==> config.mk <==
export PLATFORM = sky130hd
export DESIGN_NAME = m4rm_matrix_store
export DESIGN_NICKNAME = d
export VERILOG_FILES = /design/src/hw/rtl/m4rm_pkg.sv /design/src/hw/rtl/m4rm_matrix_store.sv
export SDC_FILE = /design/constraint.sdc
export NUM_CORES = 1
export LEC_CHECK = 0
export BUFFER_PORTS_ARGS = -buffer_cell sky130_fd_sc_hd__buf_2
export CAP_MARGIN = 20
export CORE_AREA = 8 8 247 249
export CTS_BUF_LIST = sky130_fd_sc_hd__clkbuf_8 sky130_fd_sc_hd__clkbuf_16
export CTS_CLUSTER_DIAMETER = 200
export DETAILED_ROUTE_END_ITERATION = 8
export DIE_AREA = 0 0 255 257
export PLACE_DENSITY = 0.67
export SLEW_MARGIN = 0
export SYNTH_ARGS = -nofsm -noshare
export SYNTH_HDL_FRONTEND = slang
export SYNTH_SLANG_ARGS = --single-unit
==> constraint.sdc <==
create_clock -name clock -period 1.61 [get_ports clock]
set_clock_uncertainty 0.05 [all_clocks]
set_input_delay 0.0805 -clock clock [delete_from_list [all_inputs] [get_ports clock]]
set_output_delay 0.0805 -clock clock [all_outputs]
set_load 0.1 [all_outputs]
==> src/hw/rtl/m4rm_pkg.sv <==
// Shared types and constants for the 4x4 matrix row multiplier.
`default_nettype none
package m4rm_pkg;

   localparam int DIM    = 4;
   localparam int ELEM_W = 32;
   localparam int ROW_W  = 2;
   localparam int PROD_W = 2 * ELEM_W;
   localparam int SUM_W  = PROD_W + 2;

   localparam logic [ELEM_W-1:0] SAT_MAX = {1'b0, {(ELEM_W-1){1'b1}}};
   localparam logic [ELEM_W-1:0] SAT_MIN = {1'b1, {(ELEM_W-1){1'b0}}};

   // Request kinds carried in req_type
   typedef enum logic {
      REQ_LOAD = 1'b0,
      REQ_MUL  = 1'b1
   } m4rm_req_kind_type;

   typedef logic [DIM-1:0][ELEM_W-1:0] m4rm_row_type;
   typedef m4rm_row_type [DIM-1:0]      m4rm_matrix_type;

   // Load enables for the lane pipeline stages
   typedef struct packed {
      logic s1;
      logic s2;
      logic s3;
   } m4rm_stage_en_type;

   // What one column lane hands to the merge stage
   typedef struct packed {
      logic [ELEM_W-1:0] value;
      logic              sat;
   } m4rm_lane_out_type;

endpackage
`default_nettype wire

==> src/hw/rtl/m4rm_matrix_store.sv <==
// Right-matrix register file: row write, all sixteen entries visible.
`default_nettype none
module m4rm_matrix_store #(
   parameter int FRAC_BITS = 16
) (
   input  wire                                clock,
   input  wire                                reset,
   input  wire                                wr_en,
   input  wire  [m4rm_pkg::ROW_W-1:0]         wr_row,
   input  wire  m4rm_pkg::m4rm_row_type       wr_data,
   output m4rm_pkg::m4rm_matrix_type          matrix
);

   localparam logic [m4rm_pkg::ELEM_W-1:0] ONE =
      m4rm_pkg::ELEM_W'(64'd1 << FRAC_BITS);

   m4rm_pkg::m4rm_matrix_type matrix_ff;
   m4rm_pkg::m4rm_matrix_type matrix_in;

   // Replace the addressed row, keep the others
   always_comb begin
      matrix_in = matrix_ff;
      if (wr_en) begin
         matrix_in[wr_row] = wr_data;
      end
   end

   // Reset to identity
   always_ff @(posedge clock) begin
      if (reset) begin
         for (int r = 0; r < m4rm_pkg::DIM; r++) begin
            for (int c = 0; c < m4rm_pkg::DIM; c++) begin
               matrix_ff[r][c] <= (r == c) ? ONE : '0;
            end
         end
      end else begin
         matrix_ff <= matrix_in;
      end
   end

   assign matrix = matrix_ff;

endmodule
`default_nettype wire

### Yosys cells after proc, flatten, opt, wreduce, memory -nomap -nowiden

Index checks and enable logic that the tools add are counted.

| cells by class | value |
|---|---|
| multiply operators | 0 |
| bitwise logic cells | 0 |
| multiplexer cells | 3 |
| divide/modulo/power cells | 0 |
| reductions and logical operators | 1 |
| equal/unequal tests | 0 |
| shift operators | 0 |
| order comparisons | 2 |
| add/subtract/negate cells | 0 |

Operators with widths:

| kind | count |
|---|---|
| $bwmux W512 | 1 |
| $demux W128 S2 | 1 |
| $mux W128 | 1 |
| $lt A2 B3 Y1 const B | 1 |
| $ge A2 B1 Y1 const B | 1 |
| $logic_and A1 B1 Y1 | 1 |

| storage, ports and cells | value |
|---|---|
| memory bits (writable) | 0 |
| input port bits | 133 |
| logic and storage cells | 22 |
| bits in latches | 0 |
| output and inout bits | 512 |
| ROM bits | 0 |
| memories | 0 |
| flip-flop bits (word level) | 512 |

### Depth between registers and ports, before layout

| logic depth | value |
|---|---|
| depth in word-level cells | 5 |
| gate-level depth with buffers | 6 |
| gate-level depth less buffers | 2 |

### Worst setup path before layout

Ideal clock, no wire load.

| timing | value |
|---|---|
| path kind | register to register |
| start point | register matrix_ff (netlist bit matrix[336]) |
| end point | register matrix_ff (netlist bit matrix[336]) |
| arrival time | 1.166 ns |
| buffers on the path | 0 |
| cell stages (with the launch flop) | 3 |
| library setup time | 0.072 ns |
| period minus slack after synthesis | 1.288 ns |
| data required time | 1.488 ns |
| path slack | 0.322 ns |
| cells stage by stage | dfxtp_1 > nor2_1 > mux2i_1 |

| on the way | value |
|---|---|
| word-level cells in the longest chain between the ends | 1 |

RTL lines:

| what | RTL line | RTL |
|---|---|---|
| start, declared | m4rm_matrix_store.sv:17 | `m4rm_pkg::m4rm_matrix_type matrix_ff;` |
| start signal, assigned by index | m4rm_matrix_store.sv:33 | `matrix_ff[r][c] <= (r == c) ? ONE : '0;` |
| start signal, assigned | m4rm_matrix_store.sv:37 | `matrix_ff <= matrix_in;` |
| $bwmux W512 | m4rm_matrix_store.sv:24 | `matrix_in[wr_row] = wr_data;` |

No other way between the ends.
A chain may end at the register's enable or synchronous reset.

### Final worst setup path

| timing | value |
|---|---|
| start point | register matrix_ff (netlist bit matrix[79]) |
| end point | output port matrix[79] (netlist bit) |

RTL lines:

| what | RTL line | RTL |
|---|---|---|
| end, declared | m4rm_matrix_store.sv:11 | `output m4rm_pkg::m4rm_matrix_type matrix` |

No word-level cell between the ends.

==> flow_summary.ini <==
[status]
status = complete, no violations

[clock_tree]
clkLatencyLatePin_ns = 0.58
root_buffer = clkbuf_16
post_cts_buffers = 0
clk_path_buf_depth = 3
cts_inserted_buffers = 54
clk_pin_slew_worst_paths_ns = 0.06
cts_tree = yes
cts_max_level = 2
numClockSinks = 512

[power_and_ir_drop]
ir_drop_mv = 0.739
p_per_area_nw_per_um2 = 1150
leakage_nw = 14.1
total_power_mw = 31.6

[grt]
grt_overflow = 0
grt_max_degree = 79
grt_pass1_vias = 16492
grtUsageTotal_pct = 19.2
grt_pass1_wl_microns = 99800
antenna_found_initial = 1

[synthesis]
synth-seq-cells = 512
netlist.area_leader.share_pct = 51.0
synth_edf_count = 0
synth_common_cells = 636 x nand2b_1, 512 x dfxtp_1, 512 x mux2i_1
mappedNetlistNets = 1936
ys_types = 15
netlist_area_sq_um = 20100
ys_warn_count = 0
async_reset_ff_share_pct = 0
synth_flop_cell = dfxtp_1
syn_inst = 1803
synth_largest_area_cell = dfxtp_1
ys_top_cells_by_area = dfxtp_1 51%, mux2i_1 25%, nand2b_1 20%
synth.avg_cell_area_sq_um = 11.2
ys_seq_area_share_pct = 51.0
yosysMostFrequentCell = nand2b_1

[floorplanning]
die_h_microns = 257
design.core.area_sq_um = 57000
die_area_sq_um = 65500
ioPinCount = 645
placementRows = 88
dieWidth_microns = 255
start_util_pct = 35.3

[routing]
vias = 15503
wl_microns = 66500
initialDrtViolationCount = 581
antenna_left = 0
drc = 0
firstDrtPassIters = 5
wire_per_inst_microns = 19.7
vias_per_cell = 4.60

[worst_setup_path]
crit_family = buffers and inverters
required_ns = 1.48
cp-start-kind = register
crit_chain = buf_2
worst_setup_path_end_kind = primary output
cp_num_buf_inv = 1
worstSetupPathType = register to primary output
arrival_ns = 1.43
cp_slowest_cell = buf_2
cp_slowest_stage_delay_ns = 0.46
worstPathMaxFanout = 2

[sta]
fmax_ghz = 0.642
slew_violations = 0
tns_ns = 0
post-route-period-util_pct = 96.7
rsz0062_at_grt = no
post-route-min-period_ns = 1.56
finalHoldViolCount = 0
slew_headroom_pct = 61.3
tightest_slew_ns = 0.584
setup-violations-final = 0

[cells_and_area]
largest_reg_flops = 512
layout-drive-gt1-share_pct = 30.4
syn2layout_area_growth_pct = 36.8
layout.nets = 2695

[flow_run]
max_cap_viol_count = 0

[placement]
port_buffers = 644
gp_congestion = 0.836
hpwl_microns = 48700

[min_path]
hold_path_class = input pin to register
-- stage by stage --
step / cells / hold WS (ns) / utilization, % / setup slack (ns) / instance area, sq um
finish: 3369 / 0.0331 / 48.2 / 0.0536 / 27500
CTS: 3368 / 0.00417 / 48.2 / 0.00394 / 27500
global route: 3369 / 0.0319 / 48.2 / 0.00511 / 27500
floorplan: 1803 / 0.192 / - / 0.322 / 20100
global placement: 3144 / 0.307 / 42.9 / 0.285 / 24500
detailed placement: 3144 / 0.306 / 42.9 / 0.208 / 24500
-- timing repair --
action                                 CTS  global route
endpoints found under the hold margin  508             0
gates resized for setup                  1             6
setup endpoints to repair                1             6
hold buffers                           127             0
-- kinds of logic (layout without fill, tap and decap cells) --
kind of cell	count (synthesis)	count (layout)	synth area share, %
and+or+nand+nor	650	650	20.2
DFF	512	512	51.0
buffers and inverters	129	929	3.35
other	0	1	0
muxes	512	512	25.5
-- power breakdown --
part           switching [mW]  total (mW)  internal, mW  leakage [nW]
sequential              0.257        13.4          13.1          4.16
clock                    5.10        12.3          7.16         0.917
combinational            4.54        5.96          1.42          9.07
-- layer usage --
layer,global-route usage [%],vias up,part of all wire (%)
li1,-,7420,-
met3,5.81,131,7.5
met2,33.1,495,48
met4,6.76,0,3.6
met1,22.3,7457,41
met5,0,-,0
-- layout make-up --
| type | instances | area [sq um] |
|---|---|---|
| antenna | 1 | 2.50 |
| tap | 765 | 957 |
| sequential | 512 | 10200 |
| fill | 5213 | 29500 |
| clock inverter | 31 | 229 |
| clock buffer | 66 | 1530 |
| timing repair buffer | 832 | 5330 |
| multi-input combinational | 1162 | 9200 |
-- path summary, 6_finish.rpt --
kind	startpoint	to	cells past startpoint	slack, ns
hold / removal	reset	matrix[402]$_SDFFE_PP0P_	3	0.03
setup reg to reg	matrix[379]$_SDFFE_PP0P_	matrix[379]$_SDFFE_PP0P_	2	0.88
setup / recovery	matrix[79]$_SDFFE_PP0P_	matrix[79]	1	0.05
hold reg to reg	matrix[28]$_SDFFE_PP0P_	matrix[28]$_SDFFE_PP0P_	2	0.42
-- layout by cell type, fill, tap and decap left out --
cell type / Yosys / routed
nand3_4: 0 / 1
clkbuf_4: 0 / 6
or3b_1: 1 / 1
and3b_1: 1 / 1
nand3b_1: 2 / 2
dfxtp_1: 512 / 512
nand2b_1: 636 / 636
nor3b_4: 0 / 1
nor2_1: 8 / 8
diode_2: 0 / 1
buf_2: 33 / 636
clkinvlp_4: 0 / 3
buf_12: 0 / 28
inv_6: 0 / 2
clkbuf_8: 0 / 11
clkinv_2: 0 / 10
mux2i_1: 512 / 512
bufinv_16: 0 / 3
buf_8: 2 / 1
buf_4: 21 / 34
clkbuf_16: 0 / 55
inv_1: 0 / 13
dlygate4sd3_1: 0 / 127
(Power assumes the default switching activity.)
