## config.mk

```make
export PLATFORM = sky130hd
export DESIGN_NAME = m4rm_merge_flat
export DESIGN_NICKNAME = d
export VERILOG_FILES = /design/src/hw/rtl/m4rm_pkg.sv /design/src/hw/rtl/m4rm_if.sv /design/src/hw/rtl/m4rm_merge.sv /design/src/flat_wrapper.sv
export SDC_FILE = /design/constraint.sdc
export NUM_CORES = 1
export LEC_CHECK = 0
export BUFFER_PORTS_ARGS = -buffer_cell sky130_fd_sc_hd__buf_4
export CORE_MARGIN = 2
export CORE_UTILIZATION = 30
export DETAILED_ROUTE_END_ITERATION = 8
export PLACE_DENSITY = 0.58
export RECOVER_POWER = 50
export SLEW_MARGIN = 0
export SYNTH_ARGS = -nofsm -noshare
export SYNTH_HDL_FRONTEND = slang
export SYNTH_SLANG_ARGS = --single-unit
```

## constraint.sdc

```tcl
create_clock -name clock -period 5.7 [get_ports clock]
set_input_delay 0.57 -clock clock [delete_from_list [all_inputs] [get_ports clock]]
set_output_delay 0.57 -clock clock [all_outputs]
set_load 0.05 [all_outputs]
```

## src/hw/rtl/m4rm_pkg.sv

```systemverilog
// Shared types and constants for the 4x4 matrix row multiplier.
`default_nettype none
package m4rm_pkg;

   localparam int DIM    = 4;
   localparam int ELEM_W = 32;
   localparam int ROW_W  = 2;
   localparam int PROD_W = 2 * ELEM_W;
   localparam int SUM_W  = PROD_W + 2;

   localparam logic [ELEM_W-1:0] SAT_MAX = {1'b0, {(ELEM_W-1){1'b1}}};
   localparam logic [ELEM_W-1:0] SAT_MIN = {1'b1, {(ELEM_W-1){1'b0}}};

   // Request kinds carried in req_type
   typedef enum logic {
      REQ_LOAD = 1'b0,
      REQ_MUL  = 1'b1
   } m4rm_req_kind_type;

   typedef logic [DIM-1:0][ELEM_W-1:0] m4rm_row_type;
   typedef m4rm_row_type [DIM-1:0]      m4rm_matrix_type;

   // Load enables for the lane pipeline stages
   typedef struct packed {
      logic s1;
      logic s2;
      logic s3;
   } m4rm_stage_en_type;

   // What one column lane hands to the merge stage
   typedef struct packed {
      logic [ELEM_W-1:0] value;
      logic              sat;
   } m4rm_lane_out_type;

endpackage
`default_nettype wire

```

## src/hw/rtl/m4rm_if.sv

```systemverilog
// Valid/ready channel interfaces for request and response beats.
`default_nettype none


interface m4rm_rsp_if;
   logic                                valid;
   logic                                ready;
   logic [m4rm_pkg::ROW_W-1:0]          out_row;
   logic signed [m4rm_pkg::ELEM_W-1:0]  prod_0;
   logic signed [m4rm_pkg::ELEM_W-1:0]  prod_1;
   logic signed [m4rm_pkg::ELEM_W-1:0]  prod_2;
   logic signed [m4rm_pkg::ELEM_W-1:0]  prod_3;
   logic                                sat_flag;

   modport source (output valid, out_row, prod_0, prod_1, prod_2, prod_3, sat_flag,
                   input ready);
   modport sink   (input valid, out_row, prod_0, prod_1, prod_2, prod_3, sat_flag,
                   output ready);
endinterface
`default_nettype wire

```

## src/hw/rtl/m4rm_merge.sv

```systemverilog
// Merge stage: gathers the four lane results into the response register.
`default_nettype none
module m4rm_merge (
   input  wire                                clock,
   input  wire                                reset,
   input  wire                                in_valid,
   input  wire  [m4rm_pkg::ROW_W-1:0]         in_row,
   input  wire  m4rm_pkg::m4rm_lane_out_type  lanes [m4rm_pkg::DIM],
   output logic                               in_ready,
   m4rm_rsp_if.source                         rsp
);

   logic                                valid_ff;
   logic                                valid_in;
   logic [m4rm_pkg::ROW_W-1:0]          row_ff;
   logic [m4rm_pkg::DIM-1:0][m4rm_pkg::ELEM_W-1:0] prod_ff;
   logic                                sat_ff;
   logic                                sat_in;

   assign in_ready = !valid_ff || rsp.ready;
   assign valid_in = in_ready ? in_valid : valid_ff;

   // Combine lane saturation flags
   always_comb begin
      sat_in = 1'b0;
      for (int j = 0; j < m4rm_pkg::DIM; j++) begin
         sat_in = sat_in | lanes[j].sat;
      end
   end

   always_ff @(posedge clock) begin
      if (reset) begin
         valid_ff <= 1'b0;
      end else begin
         valid_ff <= valid_in;
      end
   end

   // Capture payload whenever the register is free
   always_ff @(posedge clock) begin
      if (in_ready) begin
         row_ff <= in_row;
         sat_ff <= sat_in;
         for (int j = 0; j < m4rm_pkg::DIM; j++) begin
            prod_ff[j] <= lanes[j].value;
         end
      end
   end

   assign rsp.valid    = valid_ff;
   assign rsp.out_row  = row_ff;
   assign rsp.prod_0   = prod_ff[0];
   assign rsp.prod_1   = prod_ff[1];
   assign rsp.prod_2   = prod_ff[2];
   assign rsp.prod_3   = prod_ff[3];
   assign rsp.sat_flag = sat_ff;

endmodule
`default_nettype wire

```

## src/flat_wrapper.sv

```systemverilog
// flat-port wrapper written by rule: the top's interface ports become plain ports
module m4rm_merge_flat 
  (clock, reset, in_valid, in_row, lanes, in_ready, rsp_valid, rsp_out_row, rsp_prod_0, rsp_prod_1, rsp_prod_2, rsp_prod_3, rsp_sat_flag, rsp_ready);
  m4rm_rsp_if rsp_i ();
  input  wire clock;
  input  wire reset;
  input  wire in_valid;
  input  wire  [m4rm_pkg::ROW_W-1:0] in_row;
  input  wire  m4rm_pkg::m4rm_lane_out_type lanes[m4rm_pkg::DIM];
  output logic in_ready;
  output wire logic [$bits(rsp_i.valid)-1:0] rsp_valid;
  output wire logic [$bits(rsp_i.out_row)-1:0] rsp_out_row;
  output wire logic [$bits(rsp_i.prod_0)-1:0] rsp_prod_0;
  output wire logic [$bits(rsp_i.prod_1)-1:0] rsp_prod_1;
  output wire logic [$bits(rsp_i.prod_2)-1:0] rsp_prod_2;
  output wire logic [$bits(rsp_i.prod_3)-1:0] rsp_prod_3;
  output wire logic [$bits(rsp_i.sat_flag)-1:0] rsp_sat_flag;
  input wire logic [$bits(rsp_i.ready)-1:0] rsp_ready;
  assign rsp_valid = rsp_i.valid;
  assign rsp_out_row = rsp_i.out_row;
  assign rsp_prod_0 = rsp_i.prod_0;
  assign rsp_prod_1 = rsp_i.prod_1;
  assign rsp_prod_2 = rsp_i.prod_2;
  assign rsp_prod_3 = rsp_i.prod_3;
  assign rsp_sat_flag = rsp_i.sat_flag;
  assign rsp_i.ready = rsp_ready;
  m4rm_merge u_core (.clock(clock), .reset(reset), .in_valid(in_valid), .in_row(in_row), .lanes(lanes), .in_ready(in_ready), .rsp(rsp_i));
endmodule
```

== Word-level counts from Yosys, hierarchy flattened ==
Cells that the tools add are included.
W data, S select, Z words.
Word-level totals
  bits in registers: 132
  input bits: 138
  logic and storage cells: 12
  output and inout port bits: 133
Operators by class
  reduce and logical (&&, ||, !) cells: 2
  bitwise logic cells: 3
Operators with widths (count)
  $or A1 B1 Y1: 3
  $logic_not A1 Y1: 1
  $logic_or A1 B1 Y1: 1

== Depth between registers and ports, before layout ==
  depth in word-level cells: 3
  depth in mapped cells: 2

== Worst setup path after synthesis ==
Ideal clock, no wire load.
  path type: input to output
  start point: input port rsp_ready
  end point: output port in_ready
  arrival: 4.097 ns
  setup slack: 1.033 ns
  stages: 1
  cells stage by stage: nand2b_1
On the way
  cells in the longest elaborated chain, start to end: 1
RTL lines
  start: declaration: line flat_wrapper.sv:18  | input wire logic [$bits(rsp_i.ready)-1:0] rsp_ready;
  $logic_or A1 B1 Y1: line m4rm_merge.sv:20  | assign in_ready = !valid_ff || rsp.ready;
  end: declaration: line flat_wrapper.sv:10  | output logic in_ready;
No other way between the ends.

== Worst setup path in the final report ==
  start point: register u_core.valid_ff, in the netlist u_core.rsp.valid
  end point: output port in_ready
On the way
  cells in the longest elaborated chain, start to end: 2
RTL lines
  start: declaration: line m4rm_merge.sv:13  | logic valid_ff;
  start signal: assignment: line m4rm_merge.sv:35  | valid_ff <= valid_in;
  $logic_not A1 Y1: line m4rm_merge.sv:20
  $logic_or A1 B1 Y1: line m4rm_merge.sv:20
No other way between the ends.

==> results by group <==
Synth
  – Syn nets: 274
  – Yosys reg bits: 132
  – Gate Count Post-Synth: 136
  – Synth area leaders: edfxtp_1 (99%), dfxtp_1 (0.50%), or4_1 (0.19%)
  – Number of synthesis warnings: 0
  – Post-synthesis sequential area ratio: 99.4%
  – Synth top area share: 98.9%
  – Post-Syn Area: 3980 µm²
  – Synthesized area per cell: 29.2 µm²
  – Cell taking the most area after synthesis: edfxtp_1
  – Yosys cell types: 6

Critical path
  – Worst Setup Path Type: reg2out
  – CP Data Arrival Time: 1800 ps
  – CP Max Fanout: 73
  – Req. time, crit path: 5130 ps
  – CP startpoint kind: register
  – Critical path capture point type: primary output

STA
  – Slew headroom: 34.9%
  – Fmax: 423 MHz
  – Worst-margin pin slew: 976 ps
  – Fin crit period: 2370 ps
  – Setup_tns: 0 ps
  – Clock skew: 3.60 ps
  – Final hold violation count: 0
  – Fin crit share: 41.5%
  – Slew Limit Fails: 0
  – Unrepaired setup endpoints after global routing: no
  – Setup Viol. Count Final: 0

Layout
  – Antenna cells: 0
  – Final nets: 564
  – Share of layout cells above drive strength 1: 62.9%
  – Area Growth Syn to Fin: 70.0%
  – Finished Cell Area: 6760 µm²

Run status
  – Status: finished clean

Clock tree
  – CTS clk-pin slew, worst paths: 50 ps
  – Clock H-tree levels: 4
  – Hold buffers post-CTS: 0
  – Clk sinks: 132
  – Clock Tree Buf Depth: 2
  – Setup Fix Bufs, Post-CTS: 0
  – Clock latency on the worst-skew pair: 400 ps
  – Post-cts resize count: 0
  – CTS tree: yes
  – Clock buffer count from CTS: 17
  – Clk root buf: clkbuf_16

Drt
  – Total iterations of the first detailed-routing run: 4
  – Routed wire length: 9.61 mm
  – DR vias/cell: 4.03
  – Via Count: 2478
  – Starting DRT DRC Count: 143
  – ANT nets after route: 0
  – Drt drc: 0
  – Wirelength per Cell: 15.6 µm

Worst hold path
  – Worst Hold Class: in2reg

Global routing
  – Initial antenna violation count: 0
  – Vias in the first global route: 2578
  – Total Routing Usage GR: 13.5%
  – Global-route wire length before repair: 14.1 mm
  – Grt total ovfl: 0
  – Largest net degree at the start of global routing: 74

Placement
  – # port buffers: 270
  – RePlAce Congestion: 0.719
  – Hpwl dp: 7.08 mm
  – Post-DP Area: 6240 µm²

Floorplan
  – DIE HEIGHT: 119 µm
  – Io pins: 271
  – Initial Util: 30.4%
  – Core Region: 13100 µm²
  – Die area: 14200 µm²
  – Chip width: 119 µm
  – Number of core rows: 42

Pwr
  – VDD IR max: 0.000224 V
  – Leak Pwr: 0.00287 µW
  – Power density cells: 394 nW/µm²

Flow run
  – MaxCap Viol Count: 0
critical path: stages, from the launching register on:
cell and delay, ps:
dfxtp_1 330, nand2b_4 710, buf_4 340
worst paths after layout:
check                                    to  cells after the start                           from  slack (ps)
max                                in_ready                      2  u_core.rsp.valid$_SDFFE_PP0P_        3330
min reg2reg   u_core.rsp.valid$_SDFFE_PP0P_                      2  u_core.rsp.valid$_SDFFE_PP0P_        1240
min           u_core.rsp.valid$_SDFFE_PP0P_                      2                          reset         310
max reg2reg  u_core.rsp.prod_3[7]$_DFFE_PP_                      2  u_core.rsp.valid$_SDFFE_PP0P_        3490
kinds of logic (layout without fill, tap and decap cells):
family	count (synthesis)	count (layout)	share of synthesized area [%]
flops	132	132	99.4
simple gates	2	2	0.346
compound gates	1	1	0.126
buf+inv	1	304	0.0943
cell usage in the layout, fill, tap and decap left out:
master / Yosys / layout
nand2b_4: 0 / 1
clkinv_4: 0 / 1
inv_1: 1 / 1
edfxtp_1: 131 / 131
bufinv_16: 0 / 4
clkbuf_1: 0 / 22
dfxtp_1: 1 / 1
clkbuf_4: 0 / 130
buf_4: 0 / 121
clkbuf_16: 0 / 17
clkinvlp_4: 0 / 1
clkinv_2: 0 / 1
or4_1: 1 / 1
a21oi_1: 1 / 1
clkinv_1: 0 / 6
report_power, final:
group | total (µW) | internal [µW] | leakage, µW | switching [µW]
registers | 1160 | 1140 | 0.00136 | 18.6
logic | 410 | 125 | 0.00122 | 284
clock network | 1090 | 722 | 0.000286 | 372
total | 2660 | 1990 | 0.00287 | 675
area by class of cell:
cell class                 instances  area, µm²
clock buffer                      19        433
clock inverter                    13        164
fill                            1116       6320
inverter                           1       3.75
multi-input combinational          3       26.3
sequential                       132       3950
tap                              176        220
timing repair buffer             271       1960
layer usage:
layer | track usage [%] | routed length (µm) | up-vias
met5 | 0 | 0 | -
met4 | 7.44 | 289 | 0
met3 | 7.38 | 1160 | 21
met2 | 22.1 | 4750 | 174
met1 | 13.8 | 3400 | 1144
li1 | - | - | 1139
through the flow:
stage / power [µW] / worst slack [ps] / cells / hold slack, ps / utilization, %
floorplan: 1430 / 1030 / 136 / 639 / -
global placement: 1600 / 3150 / 583 / 728 / 47.7
detailed placement: 1610 / 3080 / 583 / 727 / 47.7
CTS: 2710 / 3270 / 615 / 289 / 52.2
global route: 2750 / 3190 / 615 / 297 / 51.7
finish: 2660 / 3330 / 615 / 312 / 51.7
synth_stat cells:
master and instances:
edfxtp_1 131, a21oi_1 1, dfxtp_1 1, inv_1 1
nand2b_1 1, or4_1 1
registers in the layout, summed over array words and instances, names as in the netlist:
name / flops
u_core.rsp.prod_3: 32
u_core.rsp.prod_1: 32
u_core.rsp.prod_2: 32
u_core.rsp.prod_0: 32
u_core.rsp.sat_flag: 1
u_core.rsp.out_row: 2
u_core.rsp.valid: 1
No activity file was read; power rests on OpenSTA's default activity.
